File: config.mk
export PLATFORM = sky130hd
export DESIGN_NAME = motor_overcurrent_detector
export DESIGN_NICKNAME = d
export VERILOG_FILES = /design/src/design/odc_pkg.sv /design/src/design/odc_mul.sv /design/src/design/odc_div.sv /design/src/design/odc_ring.sv /design/src/design/motor_overcurrent_detector.sv
export SDC_FILE = /design/constraint.sdc
export NUM_CORES = 2
export LEC_CHECK = 0
export ABC_CLOCK_PERIOD_IN_PS = 6900
export BUFFER_PORTS_ARGS = -buffer_cell sky130_fd_sc_hd__buf_2
export CAP_MARGIN = 25
export CORE_UTILIZATION = 55
export DETAILED_ROUTE_END_ITERATION = 7
export PLACE_DENSITY = 0.82
export SYNTH_ARGS = -nofsm -noshare
export SYNTH_HDL_FRONTEND = slang
export SYNTH_HIERARCHICAL = 1
export SYNTH_SLANG_ARGS = --single-unit
File: constraint.sdc
create_clock -name clk -period 6.9 [get_ports clk]
set_input_delay 0.69 -clock clk [delete_from_list [all_inputs] [get_ports clk]]
set_output_delay 0.69 -clock clk [all_outputs]
set_load 0.02 [all_outputs]
File: src/design/odc_pkg.sv
// Types, constants and helpers for the motor overcurrent detector.
// No dependencies.
`default_nettype none
package odc_pkg;
  localparam int CUR_W   = 23;
  localparam int DIFF_W  = 24;
  localparam int DET_W   = 17;
  localparam int LVL_W   = 24;
  localparam int CNT_W   = 8;
  localparam int MA_W    = 48;
  localparam int MB_W    = 32;
  localparam int MP_W    = MA_W + MB_W;
  localparam int DN_W    = 32;
  localparam int DD_W    = 9;
  localparam int CFG_W   = 3;

  localparam logic [CUR_W-1:0] CUR_MAX  = '1;
  localparam logic [DET_W-1:0] DET_ONE  = 17'h10000;
  localparam logic [DD_W-1:0]  DIV_FILT = 9'd5;
  localparam logic [DD_W-1:0]  DIV_LVL  = 9'd10;
  // level dividend is biased by 10 * 2^27 so the divider sees a positive value
  localparam logic [DN_W-1:0]  LVL_OFS  = 32'd1342177280;
  localparam logic [DN_W-1:0]  LVL_BIAS = 32'd134217728;
  localparam logic [1:0]       POW_LAST = 2'd2;

  typedef enum logic [CFG_W-1:0] {
    REG_DSQ_L = 3'd0,
    REG_DSQ_R = 3'd1,
    REG_AVG_L = 3'd2,
    REG_AVG_R = 3'd3,
    REG_THR   = 3'd4,
    REG_LIMIT = 3'd5
  } cfg_reg_t;

  typedef enum logic [3:0] {
    ST_IDLE, ST_FILT, ST_DIVF, ST_MEAN, ST_SQ, ST_DSQ,
    ST_POW, ST_ATT, ST_RAT, ST_LVL, ST_DONE
  } state_t;

  typedef struct packed {
    logic            start;
    logic [MA_W-1:0] a;
    logic [MB_W-1:0] b;
  } mul_req_t;

  typedef struct packed {
    logic            start;
    logic [DN_W-1:0] n;
    logic [DD_W-1:0] d;
  } div_req_t;

  function automatic logic [CUR_W-1:0] sample_to_cur(input logic [15:0] s);
    logic [16:0] mag;
    logic [24:0] q;
    mag = s[15] ? (17'h10000 - {1'b0, s}) : {1'b0, s};
    q   = {mag, 8'h00};
    return (q > {2'b00, CUR_MAX}) ? CUR_MAX : q[CUR_W-1:0];
  endfunction
endpackage
`default_nettype wire

File: src/design/odc_mul.sv
// Bit-serial shift-add multiplier, one multiplier bit per cycle.
// Depends on odc_pkg.
`default_nettype none
module odc_mul (
  input  wire logic                     clk,
  input  wire logic                     rst_n,
  input  wire odc_pkg::mul_req_t        req,
  output logic                          done,
  output logic [odc_pkg::MP_W-1:0]      prod
);
  localparam int MA_W = odc_pkg::MA_W;
  localparam int MB_W = odc_pkg::MB_W;
  localparam int MP_W = odc_pkg::MP_W;
  localparam int CW   = $clog2(MB_W + 1);

  logic [MP_W-1:0] acc_r;
  logic [MA_W-1:0] mcand_r;
  logic [MB_W-1:0] mplier_r;
  logic [CW-1:0]   cnt_r;
  logic            busy_r;
  logic [MA_W:0]   sum;

  assign sum  = {1'b0, acc_r[MP_W-1:MB_W]} + (mplier_r[0] ? {1'b0, mcand_r} : '0);
  assign done = busy_r && (cnt_r == '0);
  assign prod = acc_r;

  always_ff @(posedge clk) begin
    if (!rst_n) begin
      busy_r <= 1'b0;
      cnt_r  <= '0;
    end else if (req.start) begin
      busy_r <= 1'b1;
      cnt_r  <= CW'(MB_W);
    end else if (busy_r && cnt_r != '0) begin
      cnt_r <= cnt_r - 1'b1;
    end else begin
      busy_r <= 1'b0;
    end
  end

  always_ff @(posedge clk) begin
    if (req.start) begin
      acc_r    <= '0;
      mcand_r  <= req.a;
      mplier_r <= req.b;
    end else if (busy_r && cnt_r != '0) begin
      acc_r    <= {sum, acc_r[MB_W-1:1]};
      mplier_r <= {1'b0, mplier_r[MB_W-1:1]};
    end
  end
endmodule
`default_nettype wire

File: src/design/odc_div.sv
// Restoring divider by a small divisor, one quotient bit per cycle.
// Depends on odc_pkg.
`default_nettype none
module odc_div (
  input  wire logic                     clk,
  input  wire logic                     rst_n,
  input  wire odc_pkg::div_req_t        req,
  output logic                          done,
  output logic [odc_pkg::DN_W-1:0]      quo
);
  localparam int DN_W = odc_pkg::DN_W;
  localparam int DD_W = odc_pkg::DD_W;
  localparam int CW   = $clog2(DN_W + 1);

  logic [DN_W-1:0] quo_r;
  logic [DD_W-1:0] rem_r;
  logic [DD_W-1:0] d_r;
  logic [CW-1:0]   cnt_r;
  logic            busy_r;
  logic [DD_W:0]   r2;
  logic [DD_W:0]   rdiff;
  logic            ge;

  assign r2    = {rem_r, quo_r[DN_W-1]};
  assign ge    = (r2 >= {1'b0, d_r});
  assign rdiff = r2 - {1'b0, d_r};
  assign done  = busy_r && (cnt_r == '0);
  assign quo   = quo_r;

  always_ff @(posedge clk) begin
    if (!rst_n) begin
      busy_r <= 1'b0;
      cnt_r  <= '0;
    end else if (req.start) begin
      busy_r <= 1'b1;
      cnt_r  <= CW'(DN_W);
    end else if (busy_r && cnt_r != '0) begin
      cnt_r <= cnt_r - 1'b1;
    end else begin
      busy_r <= 1'b0;
    end
  end

  always_ff @(posedge clk) begin
    if (req.start) begin
      quo_r <= req.n;
      rem_r <= '0;
      d_r   <= req.d;
    end else if (busy_r && cnt_r != '0) begin
      quo_r <= {quo_r[DN_W-2:0], ge};
      rem_r <= ge ? rdiff[DD_W-1:0] : r2[DD_W-1:0];
    end
  end
endmodule
`default_nettype wire

File: src/design/odc_ring.sv
// Difference ring memory for both motors, with per-entry valid bits.
// Unwritten entries read as zero. No package dependency.
`default_nettype none
module odc_ring #(
  parameter int DEPTH = 32,
  parameter int W     = 48
) (
  input  wire logic                     clk,
  input  wire logic                     rst_n,
  input  wire logic                     wr_en,
  input  wire logic [$clog2(DEPTH)-1:0] addr,
  input  wire logic [W-1:0]             wdata,
  output logic [W-1:0]                  rdata
);
  logic [W-1:0]     mem [DEPTH];
  logic [DEPTH-1:0] vld_r;
  logic [W-1:0]     rd_r;
  logic             rd_vld_r;

  always_ff @(posedge clk) begin
    if (!rst_n) begin
      vld_r <= '0;
    end else if (wr_en) begin
      vld_r[addr] <= 1'b1;
    end
  end

  always_ff @(posedge clk) begin
    if (wr_en) begin
      mem[addr] <= wdata;
    end
    rd_r <= mem[addr];
  end

  always_ff @(posedge clk) begin
    if (!rst_n) begin
      rd_vld_r <= 1'b0;
    end else begin
      rd_vld_r <= vld_r[addr];
    end
  end

  assign rdata = rd_vld_r ? rd_r : '0;
endmodule
`default_nettype wire

File: src/design/motor_overcurrent_detector.sv
// Motor overcurrent detector top level; uses odc_pkg, odc_mul, odc_div, odc_ring.
// One item at a time: the next beat is taken once the last result is registered, later if
// out stalls. Per motor: filter and ring-mean divides, mean square, detector multiply,
// three more multiplies when the detector is squared, attenuation multiply, level divide,
// on the shared bit-serial multiplier and divider (one bit per cycle). Synchronous
// active-low reset clears control, filter, sum, level, count, config and ring valid bits.
`default_nettype none
module motor_overcurrent_detector #(
  parameter int RING_DEPTH = 32
) (
  input  wire logic        clk,
  input  wire logic        rst_n,
  // input channel
  input  wire logic        in_valid,
  output logic             in_stall,
  input  wire logic [15:0] in_sample_left,
  input  wire logic [15:0] in_sample_right,
  // result channel
  output logic             out_valid,
  input  wire logic        out_stall,
  output logic             out_abort,
  output logic [22:0]      out_filtered_left,
  output logic [22:0]      out_filtered_right,
  output logic [15:0]      out_detector_left,
  output logic [15:0]      out_detector_right,
  output logic [7:0]       out_over_count_left,
  output logic [7:0]       out_over_count_right,
  // configuration write channel
  input  wire logic        cfg_valid,
  output logic             cfg_ready,
  input  wire logic [2:0]  cfg_index,
  input  wire logic [31:0] cfg_data
);
  localparam int CUR_W  = odc_pkg::CUR_W;
  localparam int DIFF_W = odc_pkg::DIFF_W;
  localparam int DET_W  = odc_pkg::DET_W;
  localparam int LVL_W  = odc_pkg::LVL_W;
  localparam int CNT_W  = odc_pkg::CNT_W;
  localparam int MA_W   = odc_pkg::MA_W;
  localparam int MB_W   = odc_pkg::MB_W;
  localparam int MP_W   = odc_pkg::MP_W;
  localparam int DN_W   = odc_pkg::DN_W;
  localparam int DD_W   = odc_pkg::DD_W;
  localparam int PTR_W  = $clog2(RING_DEPTH);
  localparam int SUM_W  = DIFF_W + PTR_W;

  // configuration registers
  logic [31:0]      dsq_l_r, dsq_r_r;
  logic [23:0]      avg_l_r, avg_r_r;
  logic [15:0]      thr_r;
  logic [CNT_W-1:0] limit_r;

  // sequencer and per-motor state (index 0 left, 1 right)
  odc_pkg::state_t         state_r, state_nxt;
  logic                    mot_r;
  logic [1:0]              pcnt_r;
  logic [PTR_W-1:0]        ptr_r;
  logic [CUR_W-1:0]        cur_r  [2];
  logic signed [DIFF_W-1:0] diff_r [2];
  logic [CUR_W-1:0]        filt_r [2];
  logic signed [SUM_W-1:0] sum_r  [2];
  logic signed [LVL_W-1:0] lvl_r  [2];
  logic [CNT_W-1:0]        cnt_r  [2];
  logic [DET_W-1:0]        det_r  [2];

  // result register
  logic             out_valid_r;
  logic             abort_r;
  logic [CUR_W-1:0] ofl_r, ofr_r;
  logic [15:0]      odl_r, odr_r;
  logic [CNT_W-1:0] ocl_r, ocr_r;

  // shared serial units
  odc_pkg::mul_req_t mul_req;
  odc_pkg::div_req_t div_req;
  logic              mul_done, div_done;
  logic [MP_W-1:0]   mul_prod;
  logic [DN_W-1:0]   div_q;

  logic                     ring_wr;
  logic [2*DIFF_W-1:0]      ring_rd;

  odc_mul u_mul (.clk, .rst_n, .req(mul_req), .done(mul_done), .prod(mul_prod));
  odc_div u_div (.clk, .rst_n, .req(div_req), .done(div_done), .quo(div_q));
  odc_ring #(.DEPTH(RING_DEPTH), .W(2*DIFF_W)) u_ring (
    .clk, .rst_n, .wr_en(ring_wr), .addr(ptr_r),
    .wdata({diff_r[1], diff_r[0]}), .rdata(ring_rd)
  );

  // ---- current motor operands ----
  logic [CUR_W-1:0]         cur_m, filt_m;
  logic signed [SUM_W-1:0]  sum_m;
  logic signed [LVL_W-1:0]  lvl_m;
  logic [CNT_W-1:0]         cnt_m;
  logic [31:0]              dsq_m;
  logic [23:0]              avg_m;
  logic signed [DIFF_W-1:0] ring_old, diff_c;
  logic signed [SUM_W-1:0]  sum_c;
  logic [SUM_W-1:0]         abs_sum;
  logic [DN_W-1:0]          filt_dvd;
  logic                     big;
  logic [15:0]              dsq16, sq16;
  logic [30:0]              ratio;
  logic signed [31:0]       o_c, lvl_s, t_c;
  logic signed [LVL_W-1:0]  lvl_new;
  logic                     ovl;
  logic [CNT_W-1:0]         cnt_new;
  logic                     out_go;

  assign cur_m    = cur_r[mot_r];
  assign filt_m   = filt_r[mot_r];
  assign sum_m    = sum_r[mot_r];
  assign lvl_m    = lvl_r[mot_r];
  assign cnt_m    = cnt_r[mot_r];
  assign dsq_m    = mot_r ? dsq_r_r : dsq_l_r;
  assign avg_m    = mot_r ? avg_r_r : avg_l_r;
  assign ring_old = mot_r ? ring_rd[2*DIFF_W-1:DIFF_W] : ring_rd[DIFF_W-1:0];

  // diff = old filtered - new current; running ring sum
  assign diff_c  = $signed({1'b0, filt_m}) - $signed({1'b0, cur_m});
  assign sum_c   = sum_m + SUM_W'(diff_c) - SUM_W'(ring_old);
  assign abs_sum = sum_m[SUM_W-1] ? SUM_W'(-sum_m) : SUM_W'(sum_m);
  // 3*old + 2*cur + 2, divided by five
  assign filt_dvd = DN_W'({filt_m, 1'b0}) + DN_W'(filt_m) + DN_W'({cur_m, 1'b0}) + 32'd2;

  // detector: saturates to one once the scaled square reaches 2^48
  assign big   = |mul_prod[MP_W-1:48];
  assign dsq16 = mul_prod[47:32];
  assign sq16  = mul_prod[31:16];

  // overload step value and level dividend 9*old + o + 5, biased positive
  assign ratio = mul_prod[46:16];
  assign o_c   = (ratio > 31'd8454143) ? 32'sd8388607
                                       : $signed({1'b0, ratio}) - 32'sd65536;
  assign lvl_s = 32'(lvl_m);
  assign t_c   = (lvl_s <<< 3) + lvl_s + o_c + 32'sd5 + $signed(odc_pkg::LVL_OFS);

  assign lvl_new = LVL_W'(div_q - odc_pkg::LVL_BIAS);
  assign ovl     = lvl_new > $signed({8'h00, thr_r});
  assign cnt_new = ovl ? ((cnt_m == '1) ? cnt_m : cnt_m + 1'b1) : '0;

  assign out_go  = !out_valid_r || !out_stall;
  assign ring_wr = (state_r == odc_pkg::ST_LVL) && div_done && mot_r;

  // ---- next state ----
  always_comb begin
    state_nxt = state_r;
    case (state_r)
      odc_pkg::ST_IDLE: if (in_valid) state_nxt = odc_pkg::ST_FILT;
      odc_pkg::ST_FILT: state_nxt = odc_pkg::ST_DIVF;
      odc_pkg::ST_DIVF: if (div_done) state_nxt = odc_pkg::ST_MEAN;
      odc_pkg::ST_MEAN: if (div_done) state_nxt = odc_pkg::ST_SQ;
      odc_pkg::ST_SQ:   if (mul_done) state_nxt = odc_pkg::ST_DSQ;
      odc_pkg::ST_DSQ: begin
        if (mul_done) state_nxt = big ? odc_pkg::ST_ATT : odc_pkg::ST_POW;
      end
      odc_pkg::ST_POW: begin
        if (mul_done && pcnt_r == odc_pkg::POW_LAST) state_nxt = odc_pkg::ST_ATT;
      end
      odc_pkg::ST_ATT:  if (mul_done) state_nxt = odc_pkg::ST_RAT;
      odc_pkg::ST_RAT:  if (mul_done) state_nxt = odc_pkg::ST_LVL;
      odc_pkg::ST_LVL: begin
        if (div_done) state_nxt = mot_r ? odc_pkg::ST_DONE : odc_pkg::ST_FILT;
      end
      odc_pkg::ST_DONE: if (out_go) state_nxt = odc_pkg::ST_IDLE;
      default: state_nxt = odc_pkg::ST_IDLE;
    endcase
  end

  // ---- unit requests ----
  always_comb begin
    mul_req = '0;
    div_req = '0;
    case (state_r)
      odc_pkg::ST_FILT: begin
        div_req.start = 1'b1;
        div_req.n     = filt_dvd;
        div_req.d     = odc_pkg::DIV_FILT;
      end
      odc_pkg::ST_DIVF: begin
        div_req.start = div_done;
        div_req.n     = DN_W'(abs_sum);
        div_req.d     = DD_W'(RING_DEPTH);
      end
      odc_pkg::ST_MEAN: begin
        mul_req.start = div_done;
        mul_req.a     = MA_W'(div_q[CUR_W-1:0]);
        mul_req.b     = MB_W'(div_q[CUR_W-1:0]);
      end
      odc_pkg::ST_SQ: begin
        mul_req.start = mul_done;
        mul_req.a     = mul_prod[MA_W-1:0];
        mul_req.b     = dsq_m;
      end
      odc_pkg::ST_DSQ: begin
        mul_req.start = mul_done;
        if (big) begin
          mul_req.a = MA_W'(filt_m);
          mul_req.b = '0;
        end else begin
          mul_req.a = MA_W'(dsq16);
          mul_req.b = MB_W'(dsq16);
        end
      end
      odc_pkg::ST_POW: begin
        mul_req.start = mul_done;
        if (pcnt_r == odc_pkg::POW_LAST) begin
          mul_req.a = MA_W'(filt_m);
          mul_req.b = MB_W'(odc_pkg::DET_ONE - {1'b0, sq16});
        end else begin
          mul_req.a = MA_W'(sq16);
          mul_req.b = MB_W'(sq16);
        end
      end
      odc_pkg::ST_ATT: begin
        mul_req.start = mul_done;
        mul_req.a     = MA_W'(mul_prod[38:16]);
        mul_req.b     = MB_W'(avg_m);
      end
      odc_pkg::ST_RAT: begin
        div_req.start = mul_done;
        div_req.n     = DN_W'(t_c);
        div_req.d     = odc_pkg::DIV_LVL;
      end
      default: begin
        mul_req = '0;
        div_req = '0;
      end
    endcase
  end

  // ---- control and state registers ----
  always_ff @(posedge clk) begin
    if (!rst_n) begin
      state_r     <= odc_pkg::ST_IDLE;
      mot_r       <= 1'b0;
      pcnt_r      <= '0;
      ptr_r       <= '0;
      filt_r[0]   <= '0;
      filt_r[1]   <= '0;
      sum_r[0]    <= '0;
      sum_r[1]    <= '0;
      lvl_r[0]    <= '0;
      lvl_r[1]    <= '0;
      cnt_r[0]    <= '0;
      cnt_r[1]    <= '0;
      out_valid_r <= 1'b0;
    end else begin
      state_r <= state_nxt;
      case (state_r)
        odc_pkg::ST_IDLE: mot_r <= 1'b0;
        odc_pkg::ST_FILT: sum_r[mot_r] <= sum_c;
        odc_pkg::ST_DIVF: if (div_done) filt_r[mot_r] <= div_q[CUR_W-1:0];
        odc_pkg::ST_DSQ:  if (mul_done) pcnt_r <= '0;
        odc_pkg::ST_POW:  if (mul_done) pcnt_r <= pcnt_r + 1'b1;
        odc_pkg::ST_LVL: begin
          if (div_done) begin
            lvl_r[mot_r] <= lvl_new;
            cnt_r[mot_r] <= cnt_new;
            mot_r        <= 1'b1;
            if (mot_r) begin
              ptr_r <= (ptr_r == PTR_W'(RING_DEPTH - 1)) ? '0 : ptr_r + 1'b1;
            end
          end
        end
        default: mot_r <= mot_r;
      endcase
      if (state_r == odc_pkg::ST_DONE && out_go) begin
        out_valid_r <= 1'b1;
      end else if (!out_stall) begin
        out_valid_r <= 1'b0;
      end
    end
  end

  // ---- payload registers ----
  always_ff @(posedge clk) begin
    if (state_r == odc_pkg::ST_IDLE && in_valid) begin
      cur_r[0] <= odc_pkg::sample_to_cur(in_sample_left);
      cur_r[1] <= odc_pkg::sample_to_cur(in_sample_right);
    end
    if (state_r == odc_pkg::ST_FILT) diff_r[mot_r] <= diff_c;
    if (state_r == odc_pkg::ST_DSQ && mul_done) begin
      det_r[mot_r] <= big ? odc_pkg::DET_ONE : {1'b0, dsq16};
    end
    if (state_r == odc_pkg::ST_POW && mul_done) det_r[mot_r] <= {1'b0, sq16};
    if (state_r == odc_pkg::ST_DONE && out_go) begin
      abort_r <= (cnt_r[0] > limit_r) || (cnt_r[1] > limit_r);
      ofl_r   <= filt_r[0];
      ofr_r   <= filt_r[1];
      odl_r   <= det_r[0][DET_W-1] ? 16'hFFFF : det_r[0][15:0];
      odr_r   <= det_r[1][DET_W-1] ? 16'hFFFF : det_r[1][15:0];
      ocl_r   <= cnt_r[0];
      ocr_r   <= cnt_r[1];
    end
  end

  // ---- configuration ----
  assign cfg_ready = 1'b1;

  always_ff @(posedge clk) begin
    if (!rst_n) begin
      dsq_l_r <= 32'd65536;
      dsq_r_r <= 32'd65536;
      avg_l_r <= 24'd65536;
      avg_r_r <= 24'd65536;
      thr_r   <= 16'd6554;
      limit_r <= 8'd10;
    end else if (cfg_valid) begin
      case (odc_pkg::cfg_reg_t'(cfg_index))
        odc_pkg::REG_DSQ_L: dsq_l_r <= cfg_data;
        odc_pkg::REG_DSQ_R: dsq_r_r <= cfg_data;
        odc_pkg::REG_AVG_L: avg_l_r <= cfg_data[23:0];
        odc_pkg::REG_AVG_R: avg_r_r <= cfg_data[23:0];
        odc_pkg::REG_THR:   thr_r   <= cfg_data[15:0];
        odc_pkg::REG_LIMIT: limit_r <= cfg_data[7:0];
        default:            limit_r <= limit_r;
      endcase
    end
  end

  assign in_stall             = (state_r != odc_pkg::ST_IDLE);
  assign out_valid            = out_valid_r;
  assign out_abort            = abort_r;
  assign out_filtered_left    = ofl_r;
  assign out_filtered_right   = ofr_r;
  assign out_detector_left    = odl_r;
  assign out_detector_right   = odr_r;
  assign out_over_count_left  = ocl_r;
  assign out_over_count_right = ocr_r;
endmodule
`default_nettype wire

==> reports/metrics.cfg <==
[worst_setup_path]
slowest_delay_ns=0.54
reg2reg_depth=22
rrSetupSlack_ns=0.38
crit_slowest_cell=fa_1
worstPathRequired_ns=7.50
cp-end-kind=flip-flop
arrival_ns=7.12
path_class=reg2reg
cp_cell_sequence=buf_4 -> buf_6 -> mux2i_1 -> ha_1 -> a21o_1 -> a21oi_1 -> o21bai_1 -> a221o_1 -> a41o_1 -> o21bai_1 -> fa_1 -> inv_1 -> ha_1 -> a21o_1 -> a21o_1 -> a2111oi_0 -> o21bai_1 -> a2111oi_0 -> a21bo_2 -> and3_1 -> xnor2_1 -> nor2_1
crit_fanout=31
start_kind=flip-flop

[yosys]
ys_seq_area_frac=0.652
synth_warnings=6
synth-edff-count=2034
yosysTopAreaCell=edfxtp_1
synthArstFlopShare=0
ys.flop_type=edfxtp_1
syn_avg_cell_area_um2=14.8
ys_ff_latch=2368
synth_top_area_frac=0.588
yosysUniqueCellTypes=97
ys_top_cells_by_area=edfxtp_1 59%, mux4_2 8.3%, dfxtp_1 6.4%
syn_area_um2=104000
synthMostInstantiatedCell=edfxtp_1
syn-instance-count=7005
synth_common_cells=2034 x edfxtp_1, 651 x nand2_1, 385 x mux4_2

[sta]
worst_pin_slew_ns=1.21
clock.fmax_mhz=153
slew_headroom=0.194
finalSetupViolations=0
setup_tns_ns=0
rsz0062_at_grt=no
hold_viol=0
layout_min_cycle_time_ns=6.52
min_period_over_period=0.945
final_max_slew_viol_count=0
fin_skew_ns=0.100

[placed_design]
io_buffers=168
place_area_um2=108000
post-dp-hpwl_um=180000
routabilityCongestion=0.982

[clocking]
clk_latency_ns=0.91
tritoncts=done
clk_pin_slew_worst_paths_ns=0.07
clock-sinks=2368
ctsLongestPathBuffers=3
clockRootBuffer=clkbuf_16
htreeDepth=4
cts_buffers=226

[global_route]
grt_pass1_wl_um=451000
globalRouteOverflowTotal=0
grt_pass1_vias=66500
antenna_found_initial=14
gr-usage-all-layers=0.325
grt_max_degree=160

[floorplanning]
ioPinCount=170
initial_core_util=0.553
rows=159
dieHeight_um=437
chipWidth_um=437
core-area_um2=188000
die-area_um2=191000

[routing]
dr.pass1.iters=8
vias=66600
routedWlPerCell_um=31.6
drt-vias-per-instance=6.71
drt_first_iter_violations=8980
routed_wirelength_um=314000
drtAntennaViolNets=0
drcViolationCount=2

[status]
violations=design-rule violations
status=finished, violations left

[worst_hold_path]
holdPathStages=3
min_from=cfg_data[15]
min_path_type=in2reg

[layout]
drive_gt1_frac=0.185
syn_to_final_growth_pct=11.7
fin_nets=7574
utilization=0.618
finish.instance_area_um2=116000
fillers=12900

[flow_run]
cap_violations=0

[pwr]
leakagePower_nw=39.3
peakVddDrop_mv=0.274
p_per_area_nw_per_um2=352
p_total_mw=40.8

## per-layer routing
metal / global-route usage / vias up / wire length (um)
li1: - / 27300 / -
met1: 0.386 / 32900 / 102000
met2: 0.525 / 5093 / 149000
met3: 0.0814 / 1280 / 37400
met4: 0.219 / 12 / 25000
met5: 0 / - / 80
## area by class of cell
| cell class | count | area, um2 | share of cell area |
|---|---|---|---|
| flip-flops and latches | 2368 | 67800 | 0.584 |
| multi-input cells | 4070 | 34100 | 0.294 |
| clock buffers | 289 | 6100 | 0.0525 |
| well taps | 2495 | 3120 | 0.0269 |
| repair buffers | 339 | 2560 | 0.0220 |
| clock inverters | 141 | 1650 | 0.0142 |
| inverters | 204 | 772 | 0.00665 |
| diodes | 16 | 40.0 | 0.000345 |
## path summary, 6_finish.rpt
path                                              end
worst max-delay path                     sum_r[1][28]
worst min-delay path                      dsq_r_r[15]
worst max register to register           sum_r[1][28]
worst min register to register  out_filtered_right[2]
## stage by stage
step	hold slack [ns]	worst slack, ns	std cells
detailed placement	0.427	0.177	9467
CTS	0.0238	0.0660	9897
global route	0.0586	0.0427	9912
global placement	0.422	0.231	9459
floorplan	0.420	0.0538	7008
finish	0.0638	0.378	9922
## registers in the layout, summed over array words and instances (netlist names), 34 cells and up, named ones only
name,cells
lvl_r,48
u_ring/mem,1536
sum_r,58
filt_r,46
diff_r,48
u_ring/rd_r,48
det_r,34
u_mul/prod,80
u_mul/mcand_r,48
## layout by cell type, fill, tap and decap left out, types with 71 or more instances in the layout
master,count
a21o_1,91
a21oi_1,379
a22oi_1,217
and2_1,184
and3_1,93
buf_2,167
buf_4,142
clkbuf_16,227
dfxtp_1,329
edfxtp_1,2034
fa_1,76
ha_1,217
inv_1,195
mux2_2,135
mux2i_1,130
mux4_2,385
nand2_1,648
nand3_1,71
nand4_1,82
nor2_1,280
o21ai_0,168
xnor2_1,110
xor2_1,103
## report_power, final
| group | internal [mW] | switching [mW] |
|---|---|---|
| Sequential | 16.8 | 0.995 |
| Clock | 7.24 | 5.70 |
| Combinational | 3.73 | 6.36 |
## critical path, delay by kind of cell, from the launching register on
kind,cells,cell delay (ns)
AND/OR/NAND/NOR,2,0.21
XOR/XNOR,1,0.18
flip-flops,1,0.50
multiplexers,1,0.32
adder cells (fa/ha/maj),3,1.17
buffers and inverters,3,0.72
AO/OA/AOI/OAI,12,3.08
## logic make-up (layout without fill, tap and decap cells)
kind of cell | count (synthesis) | in the layout | share of synthesized area
flops | 2368 | 2368 | 0.652
other cells | 2 | 21 | 0.0000722
xor+xnor | 213 | 213 | 0.0179
fa+ha+maj | 293 | 293 | 0.0408
mux | 652 | 652 | 0.111
simple gates | 1682 | 1682 | 0.0780
compound gates | 1225 | 1225 | 0.0770
buf+inv | 570 | 973 | 0.0234
## timing repair
action / 4_1_cts / 5_1_grt
setup buffers: 0 / 5
gates resized for setup: 0 / 5
hold buffers: 0 / 0
endpoints found under the setup margin: 0 / 12
Note: power is estimated with default switching activity, not from simulation.
